**src/design/imu_fifo_frame_decoder_assert.svh**
```systemverilog
// Assertion macros shared by the IMU FIFO frame decoder RTL.
// Needs nothing else; included by the decoder module, which checks its own logic.
`ifndef IMU_FIFO_FRAME_DECODER_ASSERT_SVH
`define IMU_FIFO_FRAME_DECODER_ASSERT_SVH

// Same-cycle implication, checked at every rising edge outside reset.
`define IMU_FFD_ASSERT_IMP(name, clk, rst, ante, cons) \
   name: assert property (@(posedge clk) disable iff (rst) (ante) |-> (cons)) \
      else $error("imu_ffd assertion failed");

// Next-cycle implication.
`define IMU_FFD_ASSERT_NXT(name, clk, rst, ante, cons) \
   name: assert property (@(posedge clk) disable iff (rst) (ante) |=> (cons)) \
      else $error("imu_ffd assertion failed");

`endif

```
**src/design/imu_ffd_pkg.sv**
```systemverilog
// Types and constants of the IMU FIFO frame decoder.
// No dependencies; used by every module of the block.
package imu_ffd_pkg;

   localparam int WORDS_PER_FRAME = 3;
   localparam logic [1:0] LAST_POS = 2'(WORDS_PER_FRAME - 1);

   // Configuration register indexes.
   localparam logic [1:0] CSR_GYRO_TAG  = 2'd0;
   localparam logic [1:0] CSR_ACCEL_TAG = 2'd1;
   localparam logic [1:0] CSR_QUAT_TAG  = 2'd2;

   localparam logic [4:0] GYRO_TAG_RESET  = 5'd1;
   localparam logic [4:0] ACCEL_TAG_RESET = 5'd2;
   localparam logic [4:0] QUAT_TAG_RESET  = 5'd19;

   // Kind flags in the seen vector.
   localparam logic [2:0] SEEN_NONE  = 3'b000;
   localparam logic [2:0] SEEN_GYRO  = 3'b001;
   localparam logic [2:0] SEEN_ACCEL = 3'b010;
   localparam logic [2:0] SEEN_QUAT  = 3'b100;
   localparam logic [2:0] SEEN_ALL   = 3'b111;

   // Frame status codes.
   localparam logic [2:0] ST_OK        = 3'd0;
   localparam logic [2:0] ST_UNKNOWN   = 3'd1;
   localparam logic [2:0] ST_DUPLICATE = 3'd2;
   localparam logic [2:0] ST_MISSING   = 3'd3;
   localparam logic [2:0] ST_INFNAN    = 3'd4;

   localparam logic [4:0]  HALF_EXP_ONES  = 5'h1f;
   localparam logic [17:0] HALF_EXP_REBIAS = 18'h1c000;
   localparam logic [7:0]  SUBNORM_EXP_BASE = 8'd103;
   localparam logic [3:0]  HALF_MAN_BITS = 4'd10;

   typedef logic [2:0][15:0] axes_type;

   typedef struct packed {
      logic [2:0]         frame_status;
      logic signed [15:0] gyro_x;
      logic signed [15:0] gyro_y;
      logic signed [15:0] gyro_z;
      logic signed [15:0] accel_x;
      logic signed [15:0] accel_y;
      logic signed [15:0] accel_z;
      logic [31:0]        quat_x_bits;
      logic [31:0]        quat_y_bits;
      logic [31:0]        quat_z_bits;
   } rsp_type;

endpackage

```
**src/design/imu_ffd_if.sv**
```systemverilog
// Valid/ready channel interfaces of the IMU FIFO frame decoder.
// Independent of the package; one carries FIFO words, the other frame results.
interface imu_ffd_req_if;
   logic        valid;
   logic        ready;
   logic [7:0]  tag_byte;
   logic [47:0] payload;
   logic        frame_start;

   modport source (output valid, tag_byte, payload, frame_start, input ready);
   modport sink (input valid, tag_byte, payload, frame_start, output ready);
endinterface

interface imu_ffd_rsp_if;
   logic               valid;
   logic               ready;
   logic [2:0]         frame_status;
   logic signed [15:0] gyro_x;
   logic signed [15:0] gyro_y;
   logic signed [15:0] gyro_z;
   logic signed [15:0] accel_x;
   logic signed [15:0] accel_y;
   logic signed [15:0] accel_z;
   logic [31:0]        quat_x_bits;
   logic [31:0]        quat_y_bits;
   logic [31:0]        quat_z_bits;

   modport source (output valid, frame_status, gyro_x, gyro_y, gyro_z, accel_x, accel_y,
                   accel_z, quat_x_bits, quat_y_bits, quat_z_bits, input ready);
   modport sink (input valid, frame_status, gyro_x, gyro_y, gyro_z, accel_x, accel_y,
                 accel_z, quat_x_bits, quat_y_bits, quat_z_bits, output ready);
endinterface

```
**src/design/imu_fifo_frame_decoder.sv**
```systemverilog
// A frame's result is registered (output register or skid) when its last word is taken.
// One FIFO word per cycle while the skid is empty; each frame of three words gives one result.
// The output register has a skid stage behind it, so words keep flowing while a result waits.
// Reset is synchronous and active high: frame state and both output stages clear, and the tag
// registers return to 1, 2 and 19; the axis hold registers are not reset.
module imu_fifo_frame_decoder (
   input  logic                 clock,
   input  logic                 reset,
   imu_ffd_req_if.sink          req,
   imu_ffd_rsp_if.source        rsp,
   input  logic                 csr_we,
   input  logic [1:0]           csr_index,
   input  logic [4:0]           csr_wdata
);

   `include "imu_fifo_frame_decoder_assert.svh"

   logic [4:0] gyro_tag_ff, accel_tag_ff, quat_tag_ff;
   logic [1:0] pos_ff, pos_in, pos_base;
   logic [2:0] seen_ff, seen_in, seen_base, seen_new;
   logic [2:0] fault_ff, fault_in, fault_base, fault_new;
   imu_ffd_pkg::axes_type gyro_ff, accel_ff, quat_ff;
   imu_ffd_pkg::axes_type gyro_in, accel_in, quat_in, word_axes;
   imu_ffd_pkg::rsp_type out_ff, skid_ff, rsp_new;
   logic out_valid_ff, skid_valid_ff;

   logic       fire, last, take, new_rsp, hold_wr;
   logic [4:0] tag;
   logic [2:0] kind, status;
   logic [31:0] quat_single [3];

   assign fire      = req.valid && req.ready;
   assign req.ready = !skid_valid_ff;
   assign take      = out_valid_ff && rsp.ready;
   assign tag       = req.tag_byte[7:3];

   always_comb begin
      for (int i = 0; i < 3; i++) begin
         word_axes[i] = req.payload[16*i +: 16];
      end
   end

   // A frame_start word discards whatever partial frame is in progress.
   assign pos_base   = req.frame_start ? 2'd0 : pos_ff;
   assign seen_base  = req.frame_start ? imu_ffd_pkg::SEEN_NONE : seen_ff;
   assign fault_base = req.frame_start ? imu_ffd_pkg::ST_OK : fault_ff;
   assign last       = (pos_base == imu_ffd_pkg::LAST_POS);

   always_comb begin
      if (tag == gyro_tag_ff) begin
         kind = imu_ffd_pkg::SEEN_GYRO;
      end else if (tag == accel_tag_ff) begin
         kind = imu_ffd_pkg::SEEN_ACCEL;
      end else if (tag == quat_tag_ff) begin
         kind = imu_ffd_pkg::SEEN_QUAT;
      end else begin
         kind = imu_ffd_pkg::SEEN_NONE;
      end
   end

   // Once a fault is recorded the remaining words of the frame only move the position on.
   always_comb begin
      fault_new = fault_base;
      seen_new  = seen_base;
      hold_wr   = 1'b0;
      if (fault_base == imu_ffd_pkg::ST_OK) begin
         if (kind == imu_ffd_pkg::SEEN_NONE) begin
            fault_new = imu_ffd_pkg::ST_UNKNOWN;
         end else if ((seen_base & kind) != imu_ffd_pkg::SEEN_NONE) begin
            fault_new = imu_ffd_pkg::ST_DUPLICATE;
         end else begin
            seen_new = seen_base | kind;
            hold_wr  = 1'b1;
         end
      end
   end

   always_comb begin
      gyro_in  = gyro_ff;
      accel_in = accel_ff;
      quat_in  = quat_ff;
      if (fire && hold_wr) begin
         if (kind == imu_ffd_pkg::SEEN_GYRO) begin
            gyro_in = word_axes;
         end
         if (kind == imu_ffd_pkg::SEEN_ACCEL) begin
            accel_in = word_axes;
         end
         if (kind == imu_ffd_pkg::SEEN_QUAT) begin
            quat_in = word_axes;
         end
      end
   end

   for (genvar g = 0; g < 3; g++) begin : g_widen
      imu_ffd_half_widen u_widen (
         .half_in    (quat_in[g]),
         .single_out (quat_single[g])
      );
   end

   always_comb begin
      status = fault_new;
      if (status == imu_ffd_pkg::ST_OK && seen_new != imu_ffd_pkg::SEEN_ALL) begin
         status = imu_ffd_pkg::ST_MISSING;
      end
      if (status == imu_ffd_pkg::ST_OK &&
          (quat_in[0][14:10] == imu_ffd_pkg::HALF_EXP_ONES ||
           quat_in[1][14:10] == imu_ffd_pkg::HALF_EXP_ONES ||
           quat_in[2][14:10] == imu_ffd_pkg::HALF_EXP_ONES)) begin
         status = imu_ffd_pkg::ST_INFNAN;
      end
   end

   always_comb begin
      rsp_new = '0;
      rsp_new.frame_status = status;
      if (status == imu_ffd_pkg::ST_OK) begin
         rsp_new.gyro_x      = gyro_in[0];
         rsp_new.gyro_y      = gyro_in[1];
         rsp_new.gyro_z      = gyro_in[2];
         rsp_new.accel_x     = accel_in[0];
         rsp_new.accel_y     = accel_in[1];
         rsp_new.accel_z     = accel_in[2];
         rsp_new.quat_x_bits = quat_single[0];
         rsp_new.quat_y_bits = quat_single[1];
         rsp_new.quat_z_bits = quat_single[2];
      end
   end

   assign new_rsp = fire && last;

   always_comb begin
      pos_in   = pos_ff;
      seen_in  = seen_ff;
      fault_in = fault_ff;
      if (fire) begin
         if (last) begin
            pos_in   = 2'd0;
            seen_in  = imu_ffd_pkg::SEEN_NONE;
            fault_in = imu_ffd_pkg::ST_OK;
         end else begin
            pos_in   = pos_base + 2'd1;
            seen_in  = seen_new;
            fault_in = fault_new;
         end
      end
   end

   always_ff @(posedge clock) begin
      if (reset) begin
         gyro_tag_ff  <= imu_ffd_pkg::GYRO_TAG_RESET;
         accel_tag_ff <= imu_ffd_pkg::ACCEL_TAG_RESET;
         quat_tag_ff  <= imu_ffd_pkg::QUAT_TAG_RESET;
      end else if (csr_we) begin
         case (csr_index)
            imu_ffd_pkg::CSR_GYRO_TAG:  gyro_tag_ff  <= csr_wdata;
            imu_ffd_pkg::CSR_ACCEL_TAG: accel_tag_ff <= csr_wdata;
            imu_ffd_pkg::CSR_QUAT_TAG:  quat_tag_ff  <= csr_wdata;
            default: ;
         endcase
      end
   end

   always_ff @(posedge clock) begin
      if (reset) begin
         pos_ff   <= 2'd0;
         seen_ff  <= imu_ffd_pkg::SEEN_NONE;
         fault_ff <= imu_ffd_pkg::ST_OK;
      end else begin
         pos_ff   <= pos_in;
         seen_ff  <= seen_in;
         fault_ff <= fault_in;
      end
   end

   always_ff @(posedge clock) begin
      gyro_ff  <= gyro_in;
      accel_ff <= accel_in;
      quat_ff  <= quat_in;
   end

   // Output register with a skid stage; a request is refused only while the skid is full.
   always_ff @(posedge clock) begin
      if (reset) begin
         out_valid_ff  <= 1'b0;
         skid_valid_ff <= 1'b0;
      end else if (skid_valid_ff) begin
         if (take) begin
            out_ff        <= skid_ff;
            skid_valid_ff <= 1'b0;
         end
      end else if (new_rsp) begin
         if (!out_valid_ff || take) begin
            out_ff       <= rsp_new;
            out_valid_ff <= 1'b1;
         end else begin
            skid_ff       <= rsp_new;
            skid_valid_ff <= 1'b1;
         end
      end else if (take) begin
         out_valid_ff <= 1'b0;
      end
   end

   assign rsp.valid        = out_valid_ff;
   assign rsp.frame_status = out_ff.frame_status;
   assign rsp.gyro_x       = out_ff.gyro_x;
   assign rsp.gyro_y       = out_ff.gyro_y;
   assign rsp.gyro_z       = out_ff.gyro_z;
   assign rsp.accel_x      = out_ff.accel_x;
   assign rsp.accel_y      = out_ff.accel_y;
   assign rsp.accel_z      = out_ff.accel_z;
   assign rsp.quat_x_bits  = out_ff.quat_x_bits;
   assign rsp.quat_y_bits  = out_ff.quat_y_bits;
   assign rsp.quat_z_bits  = out_ff.quat_z_bits;

   `IMU_FFD_ASSERT_IMP(a_skid_behind_out, clock, reset, skid_valid_ff, out_valid_ff)
   `IMU_FFD_ASSERT_IMP(a_pos_in_range, clock, reset, 1'b1, pos_ff != 2'd3)
   `IMU_FFD_ASSERT_NXT(a_frame_end_clears, clock, reset, fire && last,
      pos_ff == 2'd0 && seen_ff == imu_ffd_pkg::SEEN_NONE && fault_ff == imu_ffd_pkg::ST_OK)
   `IMU_FFD_ASSERT_IMP(a_fault_zeroes_fields, clock, reset,
      out_valid_ff && out_ff.frame_status != imu_ffd_pkg::ST_OK,
      out_ff.gyro_x == 16'sd0 && out_ff.accel_z == 16'sd0 && out_ff.quat_x_bits == 32'd0)
   `IMU_FFD_ASSERT_IMP(a_ok_is_finite, clock, reset,
      out_valid_ff && out_ff.frame_status == imu_ffd_pkg::ST_OK,
      out_ff.quat_x_bits[30:23] != 8'hff && out_ff.quat_y_bits[30:23] != 8'hff &&
      out_ff.quat_z_bits[30:23] != 8'hff)

endmodule

```
**src/design/imu_ffd_half_widen.sv**
```systemverilog
// Widens a half-precision bit pattern to single-precision bits.
// Uses imu_ffd_pkg constants; purely combinational.
module imu_ffd_half_widen (
   input  logic [15:0] half_in,
   output logic [31:0] single_out
);

   logic [9:0]  man;
   logic [4:0]  hexp;
   logic [3:0]  msb_pos;
   logic [3:0]  shift_amt;
   logic [19:0] man_shifted;
   logic [7:0]  sub_exp;
   logic [17:0] norm_sum;

   assign man  = half_in[9:0];
   assign hexp = half_in[14:10];

   // Position of the leading one of a subnormal significand.
   always_comb begin
      msb_pos = 4'd0;
      for (int i = 0; i < 10; i++) begin
         if (man[i]) begin
            msb_pos = 4'(i);
         end
      end
   end

   assign shift_amt   = imu_ffd_pkg::HALF_MAN_BITS - msb_pos;
   assign man_shifted = {10'b0, man} << shift_amt;
   assign sub_exp     = imu_ffd_pkg::SUBNORM_EXP_BASE + {4'b0, msb_pos};
   assign norm_sum    = {3'b0, half_in[14:0]} + imu_ffd_pkg::HALF_EXP_REBIAS;

   always_comb begin
      if (hexp == 5'd0) begin
         if (man == 10'd0) begin
            single_out = {half_in[15], 31'b0};
         end else begin
            single_out = {half_in[15], sub_exp, man_shifted[9:0], 13'b0};
         end
      end else begin
         single_out = {half_in[15], norm_sum, 13'b0};
      end
   end

endmodule

```
**src/flat_wrapper.sv**
```systemverilog
// flat-port wrapper written by rule: the top's interface ports become plain ports
module imu_fifo_frame_decoder_flat 
  (clock, reset, csr_we, csr_index, csr_wdata, req_valid, req_tag_byte, req_payload, req_frame_start, req_ready, rsp_valid, rsp_frame_status, rsp_gyro_x, rsp_gyro_y, rsp_gyro_z, rsp_accel_x, rsp_accel_y, rsp_accel_z, rsp_quat_x_bits, rsp_quat_y_bits, rsp_quat_z_bits, rsp_ready);
  imu_ffd_req_if req_i ();
  imu_ffd_rsp_if rsp_i ();
  input  logic clock;
  input  logic reset;
  input  logic csr_we;
  input  logic [1:0] csr_index;
  input  logic [4:0] csr_wdata;
  input wire logic [$bits(req_i.valid)-1:0] req_valid;
  input wire logic [$bits(req_i.tag_byte)-1:0] req_tag_byte;
  input wire logic [$bits(req_i.payload)-1:0] req_payload;
  input wire logic [$bits(req_i.frame_start)-1:0] req_frame_start;
  output wire logic [$bits(req_i.ready)-1:0] req_ready;
  output wire logic [$bits(rsp_i.valid)-1:0] rsp_valid;
  output wire logic [$bits(rsp_i.frame_status)-1:0] rsp_frame_status;
  output wire logic [$bits(rsp_i.gyro_x)-1:0] rsp_gyro_x;
  output wire logic [$bits(rsp_i.gyro_y)-1:0] rsp_gyro_y;
  output wire logic [$bits(rsp_i.gyro_z)-1:0] rsp_gyro_z;
  output wire logic [$bits(rsp_i.accel_x)-1:0] rsp_accel_x;
  output wire logic [$bits(rsp_i.accel_y)-1:0] rsp_accel_y;
  output wire logic [$bits(rsp_i.accel_z)-1:0] rsp_accel_z;
  output wire logic [$bits(rsp_i.quat_x_bits)-1:0] rsp_quat_x_bits;
  output wire logic [$bits(rsp_i.quat_y_bits)-1:0] rsp_quat_y_bits;
  output wire logic [$bits(rsp_i.quat_z_bits)-1:0] rsp_quat_z_bits;
  input wire logic [$bits(rsp_i.ready)-1:0] rsp_ready;
  assign req_i.valid = req_valid;
  assign req_i.tag_byte = req_tag_byte;
  assign req_i.payload = req_payload;
  assign req_i.frame_start = req_frame_start;
  assign req_ready = req_i.ready;
  assign rsp_valid = rsp_i.valid;
  assign rsp_frame_status = rsp_i.frame_status;
  assign rsp_gyro_x = rsp_i.gyro_x;
  assign rsp_gyro_y = rsp_i.gyro_y;
  assign rsp_gyro_z = rsp_i.gyro_z;
  assign rsp_accel_x = rsp_i.accel_x;
  assign rsp_accel_y = rsp_i.accel_y;
  assign rsp_accel_z = rsp_i.accel_z;
  assign rsp_quat_x_bits = rsp_i.quat_x_bits;
  assign rsp_quat_y_bits = rsp_i.quat_y_bits;
  assign rsp_quat_z_bits = rsp_i.quat_z_bits;
  assign rsp_i.ready = rsp_ready;
  imu_fifo_frame_decoder u_core (.clock(clock), .reset(reset), .req(req_i), .rsp(rsp_i), .csr_we(csr_we), .csr_index(csr_index), .csr_wdata(csr_wdata));
endmodule
```
**config.mk**
```make
export PLATFORM = sky130hd
export DESIGN_NAME = imu_fifo_frame_decoder_flat
export DESIGN_NICKNAME = d
export VERILOG_FILES = /design/src/design/imu_ffd_pkg.sv /design/src/design/imu_ffd_if.sv /design/src/design/imu_fifo_frame_decoder.sv /design/src/design/imu_ffd_half_widen.sv /design/src/flat_wrapper.sv
export VERILOG_INCLUDE_DIRS = /design/src /design/src/design
export SDC_FILE = /design/constraint.sdc
export NUM_CORES = 1
export LEC_CHECK = 0
export BUFFER_PORTS_ARGS = -buffer_cell sky130_fd_sc_hd__buf_2
export CAP_MARGIN = 5
export CORE_AREA = 2 2 203 205
export CTS_BUF_LIST = sky130_fd_sc_hd__clkbuf_8
export DETAILED_ROUTE_END_ITERATION = 10
export DIE_AREA = 0 0 205 207
export PLACE_DENSITY = 0.87
export SLEW_MARGIN = 20
export SYNTH_ARGS = -nofsm -noshare
export SYNTH_HDL_FRONTEND = slang
export SYNTH_HIERARCHICAL = 1
export SYNTH_SLANG_ARGS = --single-unit
export TNS_END_PERCENT = 5
```
**constraint.sdc**
```tcl
create_clock -name clock -period 37.1 [get_ports clock]
set_input_delay 3.71 -clock clock [delete_from_list [all_inputs] [get_ports clock]]
set_output_delay 3.71 -clock clock [all_outputs]
set_load 0.03 [all_outputs]
```
Yosys cells after proc, flatten, opt, wreduce, memory -nomap -nowiden --
Index checks and enable logic that the tools add are counted.
Operators by class: $add $sub $neg 10, reductions and logical operators 33, multiplexer cells 71, bitwise logic cells 5, equal/unequal tests 15, shift-type cells 3
Operator list (count):
- 2-to-1 mux 195 bit | 4
- 2-to-1 mux 48 bit | 6
- 2-to-1 mux 192 bit | 1
- 2-to-1 mux 31 bit | 6
- 2-to-1 mux 4 bit | 24
- adder 15 x 17 -> 18 bit (second input constant) | 3
- 2-to-1 mux 3 bit | 15
- logical NOT 10 bit | 3
- left shift 10 x 4 -> 10 bit | 3
- adder 7 x 4 -> 8 bit (first input constant) | 3
- == test 5 bit | 3
- == test 5 bit (second input constant) | 3
- logical NOT 3 bit | 5
- logical NOT 5 bit | 3
- 2-to-1 mux 1 bit | 13
- subtractor 4 bit (first input constant) | 3
- AND reduction 4 bit | 2
- logical AND 1 bit | 6
- AND reduction 2 bit | 3
- nonzero test 2 bit | 3
- == test 2 bit (second input constant) | 2
- 2-to-1 mux 2 bit | 2
- != test 2 bit (second input constant) | 2
- AND 3 bit | 1
- 13 further kinds | 18
Word-level totals: word-level logic and storage cells 174, output and inout port bits 197, bits of input ports 69, register bits after elaboration 559

Depth between registers and ports, before layout --
word-level depth 28, gate-level depth with buffers 20, gate-level depth less buffers 15

Hierarchy --
Netlist, hierarchy kept.
By module, submodules not included:
- imu_fifo_frame_decoder | area each 22012.4 µm², times used 1, cells an instance 1738, seq. area each 15094.5 µm²
- imu_ffd_half_widen | area each 907.1 µm², times used 3, cells an instance 137, seq. area each 0.0 µm²

Worst setup path before layout --
Ideal clock, no wire load.
path kind input to register, from input req_frame_start, to register u_core/skid_ff[0] (netlist bit), enable pin, slack 11.756 ns, buffers on the path 1, arrival 24.049 ns, stages on the path 4, setup time 1.295 ns, data required time 35.805 ns, path through clkbuf_1 > nor2_1 > nand2_1 > nor4b_1
Between the ends: longest elaborated chain between the ends 4
Ends and longest elaborated chain:
- start, declared | line flat_wrapper.sv:14 | input wire logic [$bits(req_i.frame_start)-1:0] req_frame_start;
- 2-to-1 mux 2 bit | line imu_fifo_frame_decoder.sv:44 | assign pos_base = req.frame_start ? 2'd0 : pos_ff;
- == test 2 bit | line imu_fifo_frame_decoder.sv:47 | assign last = (pos_base == imu_ffd_pkg::LAST_POS);
- logical AND 1 bit | line imu_fifo_frame_decoder.sv:131 | assign new_rsp = fire && last;
- AND reduction 4 bit (no line)
- end signal, assigned | line imu_fifo_frame_decoder.sv:198 | skid_ff <= rsp_new;
- end, declared | line imu_fifo_frame_decoder.sv:24 | imu_ffd_pkg::rsp_type out_ff, skid_ff, rsp_new;
No other way between the ends. A chain may end at the register's enable or synchronous reset.

==> results.txt <==
----------------------------------------------------
[Power and ir drop]
  VDD IR max ... between 40 and 50 µV
  Standby leakage power ... 0.0111 µW
  Part of the power in registers ... 0.453
  Switching portion of total power ... 0.308
  Switching power of the nets ... about 490 µW
  Clock network fraction of total power ... 0.315
  Power after layout ... ~1600 µW
  Total power per unit cell area ... 57.4 nW/µm²
  P_int ... around 1100 µW
  Relative contribution of combinational cells to total power ... 0.232

[Logic synthesis]
  Area leader, netlist ... sky130_fd_sc_hd__edfxtp_1
  Part of the Yosys area used for sequential elements ... 0.610
  Share of flip-flops with an asynchronous set or reset ... 0
  Post-synthesis instance area ... 24700 µm²
  Post-synthesis cell count ... approximately 2100
  Cells taking the most area after synthesis ... sky130_fd_sc_hd__edfxtp_1 47%, sky130_fd_sc_hd__dfxtp_1 14%, sky130_fd_sc_hd__nand2_1 5.2%
  Post-synthesis compound-gate area fraction ... 0.115
  Simple logic cell fraction of the synthesized area ... 0.135
  Synth Flop Type ... sky130_fd_sc_hd__edfxtp_1
  Mapped Avg Cell Area ... roughly 12 µm²
  Number of warnings reported in the yosys synthesis log ... 6
  Xor and xnor fraction of the mapped netlist area ... 0.00531
  Post-synth EDFFs ... approximately 400
  Main combinational cell family by area after synthesis ... simple AND/OR/NAND/NOR gates
  Fraction of synthesized area in multiplexers ... 0.0731
  Fraction of synthesized cell area taken by the top area cell type ... 0.473
  Post-synthesis adder-cell area fraction ... 0
  Total of flip-flops plus latches after synthesis ... 559
  Post-synth cell types ... 67

[GRT]
  Global router's overall resource usage ... 0.273
  First-pass GRT wire length ... around 92 mm
  Number of antenna violations at the first check in global routing ... 8
  Total gr overflow ... 0
  Pin count of the biggest net entering global routing ... 97
  Via count of the first global-routing pass ... 17061

[Clock network]
  CTS Buffer Depth ... 3
  CTS tree ... done
  CTS hold repair buffers ... 0
  Post-cts repair resize count ... 0
  Number of buffers added by the clock tree synthesis step ... just under 90
  # Post-CTS Setup Buffers ... 0
  Clk slew on worst S/H paths ... around 0.06 ns
  CTS sink cnt ... 559
  Clock latency on the worst-skew pair ... around 0.65 ns
  Number of levels the H-tree was split into ... 3
  Root Driver ... sky130_fd_sc_hd__clkbuf_8

[Layout]
  P&R area growth vs syn ... 12.1%
  Layout net count ... around 2400
  Combined area of the multi-input logic cells ... 8320 µm²
  Count of fill cells added during filler insertion ... roughly 2900
  Layout cell share with drive strength beyond 1 ... 0.225
  Most used cells in the layout excluding fill and tap cells ... 390 x sky130_fd_sc_hd__edfxtp_1, 342 x sky130_fd_sc_hd__nand2_1, 262 x sky130_fd_sc_hd__buf_2, 168 x sky130_fd_sc_hd__dfxtp_1, 150 x sky130_fd_sc_hd__inv_1
  Commonest non-fill, non-tap cell in the layout ... sky130_fd_sc_hd__edfxtp_1
  Sequential cell area ... between 15000 and 20000 µm²

[Worst setup path]
  Worst path cell trace ... buf_2 -> xor2_1 -> nor3_1 -> nand3_1 -> o311ai_1 -> nand2_1 -> nand2_2 -> buf_4 -> mux2_2 -> nand2b_1 -> a221oi_4 -> o22a_1 -> mux2i_1 -> a21oi_1 -> a221o_1 -> nand2_1 -> o21ai_0
  Startpoint of the worst register-to-register path ... u_core/quat_tag_ff[2]$_SDFFE_PP0P_
  Crit path required time ... 37.45 ns
  Maximum fanout count along the critical path ... 32
  Endpoint kind of the worst setup timing path ... flip-flop
  Type of element launching the critical path ... primary input
  Reg-to-Reg End ... u_core/rsp.quat_x_bits[18]$_DFFE_PP_
  Number of buffers and inverters on the critical path ... 2
  Category of the most critical setup path ... primary input to flip-flop
  Register-to-register setup slack ... ~32 ns
  Cell type with the highest occurrence count on the critical path ... sky130_fd_sc_hd__nand2_1
  Path depth of the worst reg2reg path ... 16
  Cell at the slowest stage of the critical path ... sky130_fd_sc_hd__o311ai_1
  Largest stage delay on the critical path ... 0.55 ns
  Dominant delay contributor by cell family on the critical path ... compound AO/OA/AOI/OAI gates
  Arrival time worst endpoint ... roughly 8.8 ns

[Floorplanning]
  Effective utilization at floorplan ... 0.613
  Core Box Area ... just over 40000 µm²
  Height of the die ... 207 µm
  I/O pins ... 266
  Placement row count ... 74
  Full die area ... approximately 42000 µm²
  Die width ... 205 µm

[Timing]
  Worst clock skew ... 0.0283 ns
  Sum Neg Setup Slack ... 0 ns
  Worst-margin pin slew ... about 1.1 ns
  Final min period ... around 8.4 ns
  Tightest slew margin relative to the limit ... 0.260
  Highest clock rate ... 0.119 GHz
  # setup viols final ... 0
  Count of final hold-check violations ... 0
  Slew Viols, Final ... 0
  Final critical-path share of the clock period ... 0.226
  Post-layout worst setup margin ... roughly 29 ns
  RSZ-0062 raised after global routing ... false

[Placed design]
  Routability Congestion ... between 0.8 and 0.9
  Number of port buffers ... 262
  Setup slack at placement ... around 28 ns
  HPWL reported at the end of detailed placement ... 36.2 mm

[Route]
  Routed length on met3 ... approximately 4.1 mm
  Highest metal layer with signal wires ... met5
  Final ANT Viol Nets ... 0
  DR pass1 iterations ... 7
  Iteration-0 DRC Markers ... 1659
  Wl on met1 ... roughly 25 mm
  Avg WL per Cell ... 19.7 µm
  Routed met2 length ... roughly 29 mm
  Aggregate routed wire length ... ~59 mm
  Vias after detailed routing ... 16999
  Total DRC errors in the routed layout ... 0
  Vias per std cell ... between 5 and 6

[Job]
  Number of max-cap violations ... 0

[Run status]
  Status ... finished, final reports clean

[Hold path]
  Hold worst-path end ... u_core/seen_ff[1]$_SDFFE_PP0P_
  Hold-critical path depth ... 2
  Hold wc startpoint ... u_core/seen_ff[1]$_SDFFE_PP0P_
  Type of the tightest min-delay check ... flip-flop to flip-flop

----------------------------------------------------
==> logic make-up after synthesis <==
group / count (synthesis)
AND/OR/NAND/NOR: 727
flip-flops: 559
AO/OA/AOI/OAI: 367
buffers and inverters: 305
multiplexers: 173
XOR/XNOR: 15
other: 3
==> synth_stat cells (4+ instances only) <==
cell	count
sky130_fd_sc_hd__a22oi_1	4
sky130_fd_sc_hd__clkbuf_1	83
sky130_fd_sc_hd__mux2_2	50
sky130_fd_sc_hd__and2_1	104
sky130_fd_sc_hd__nand2b_1	11
sky130_fd_sc_hd__nor2b_1	10
sky130_fd_sc_hd__buf_2	33
sky130_fd_sc_hd__xnor2_1	7
sky130_fd_sc_hd__a221oi_1	8
sky130_fd_sc_hd__nand3_1	20
sky130_fd_sc_hd__a31o_2	4
sky130_fd_sc_hd__or3_2	6
sky130_fd_sc_hd__mux2i_1	120
sky130_fd_sc_hd__o31ai_1	64
sky130_fd_sc_hd__inv_1	111
sky130_fd_sc_hd__o41ai_1	9
sky130_fd_sc_hd__inv_2	4
sky130_fd_sc_hd__o21bai_1	6
sky130_fd_sc_hd__nor2_1	137
sky130_fd_sc_hd__buf_4	53
sky130_fd_sc_hd__dfxtp_1	169
sky130_fd_sc_hd__a32oi_1	5
sky130_fd_sc_hd__a211o_1	8
sky130_fd_sc_hd__o21ai_0	120
sky130_fd_sc_hd__o22a_1	6
sky130_fd_sc_hd__or2_2	8
sky130_fd_sc_hd__xor2_1	8
sky130_fd_sc_hd__nor3_1	67
sky130_fd_sc_hd__buf_6	14
sky130_fd_sc_hd__a21oi_1	30
sky130_fd_sc_hd__clkbuf_2	4
sky130_fd_sc_hd__nand2_1	343
sky130_fd_sc_hd__edfxtp_1	390
sky130_fd_sc_hd__a31oi_1	5
sky130_fd_sc_hd__o21a_1	6
sky130_fd_sc_hd__o31a_1	4
sky130_fd_sc_hd__o31ai_2	49
sky130_fd_sc_hd__a21o_1	7
==> layer usage <==
metal	global-route usage	vias up
li1	-	7957
met1	0.358	8280
met2	0.450	662
met3	0.0607	92
met4	0.0940	8
met5	0	-
==> area by class of cell <==
| type | instances | share of cell area |
|---|---|---|
| Clock inverter | 65 | 0.0124 |
| Clock buffer | 98 | 0.0486 |
| Tap cell | 532 | 0.0240 |
| Sequential cell | 559 | 0.545 |
| Multi-Input combinational cell | 1321 | 0.300 |
| Inverter | 115 | 0.0156 |
| Timing Repair Buffer | 286 | 0.0542 |
| Antenna cell | 4 | 0.000361 |
==> sequential cells by signal (all words and copies together), names as in the netlist, 5 cells and up <==
signal / cells
u_core/skid_ff: 195
u_core/accel_ff: 48
u_core/gyro_ff: 48
u_core/quat_ff: 48
u_core/rsp.quat_x_bits: 32
u_core/rsp.quat_y_bits: 32
u_core/rsp.quat_z_bits: 32
u_core/rsp.accel_x: 16
u_core/rsp.accel_y: 16
u_core/rsp.accel_z: 16
u_core/rsp.gyro_x: 16
u_core/rsp.gyro_y: 16
u_core/rsp.gyro_z: 16
u_core/accel_tag_ff: 5
u_core/gyro_tag_ff: 5
u_core/quat_tag_ff: 5
==> metrics by stage <==
| stage | util | instances | hold WS (ns) | instance area (µm²) |
|---|---|---|---|---|
| 6_report | 0.687 | 2980 | 0.461 | 27700 |
| 5_1_grt | 0.687 | 2979 | 0.488 | 27700 |
| 4_1_cts | 0.686 | 2975 | 0.461 | 27700 |
| 3_5_place_dp | 0.644 | 2812 | 0.451 | 26000 |
| 3_3_place_gp | 0.644 | 2812 | 0.445 | 26000 |
| 2_1_floorplan | - | 2185 | 0.427 | 24900 |
==> worst max path at each step <==
stage / from / to / cells past startpoint
3_3_place_gp: req_tag_byte[5] / u_core/rsp.quat_x_bits[18]$_DFFE_PP_ / 17
6_report: req_tag_byte[5] / u_core/rsp.quat_x_bits[18]$_DFFE_PP_ / 17
5_1_grt: req_tag_byte[5] / u_core/rsp.quat_x_bits[16]$_DFFE_PP_ / 17
4_1_cts: req_tag_byte[5] / u_core/rsp.quat_x_bits[18]$_DFFE_PP_ / 17
3_5_place_dp: req_tag_byte[5] / u_core/rsp.quat_x_bits[18]$_DFFE_PP_ / 17
2_1_floorplan: req_frame_start / u_core/skid_ff[0]$_DFFE_PP_ / 4
==> worst min-delay path, delay by kind of cell, from the launching register on <==
kind	cells	cell delay (ns)
AND/OR/NAND/NOR	1	0.05
flip-flops	1	0.31
AO/OA/AOI/OAI	1	0.05
==> power groups by stage <==
stage	clock network (µW)	logic [µW]	registers (µW)
floorplan	0	298	731
global placement	0	354	731
detailed placement	0	360	734
CTS	509	363	722
global route	537	407	725
finish	501	369	722
Power figures use the tool's default switching activity.
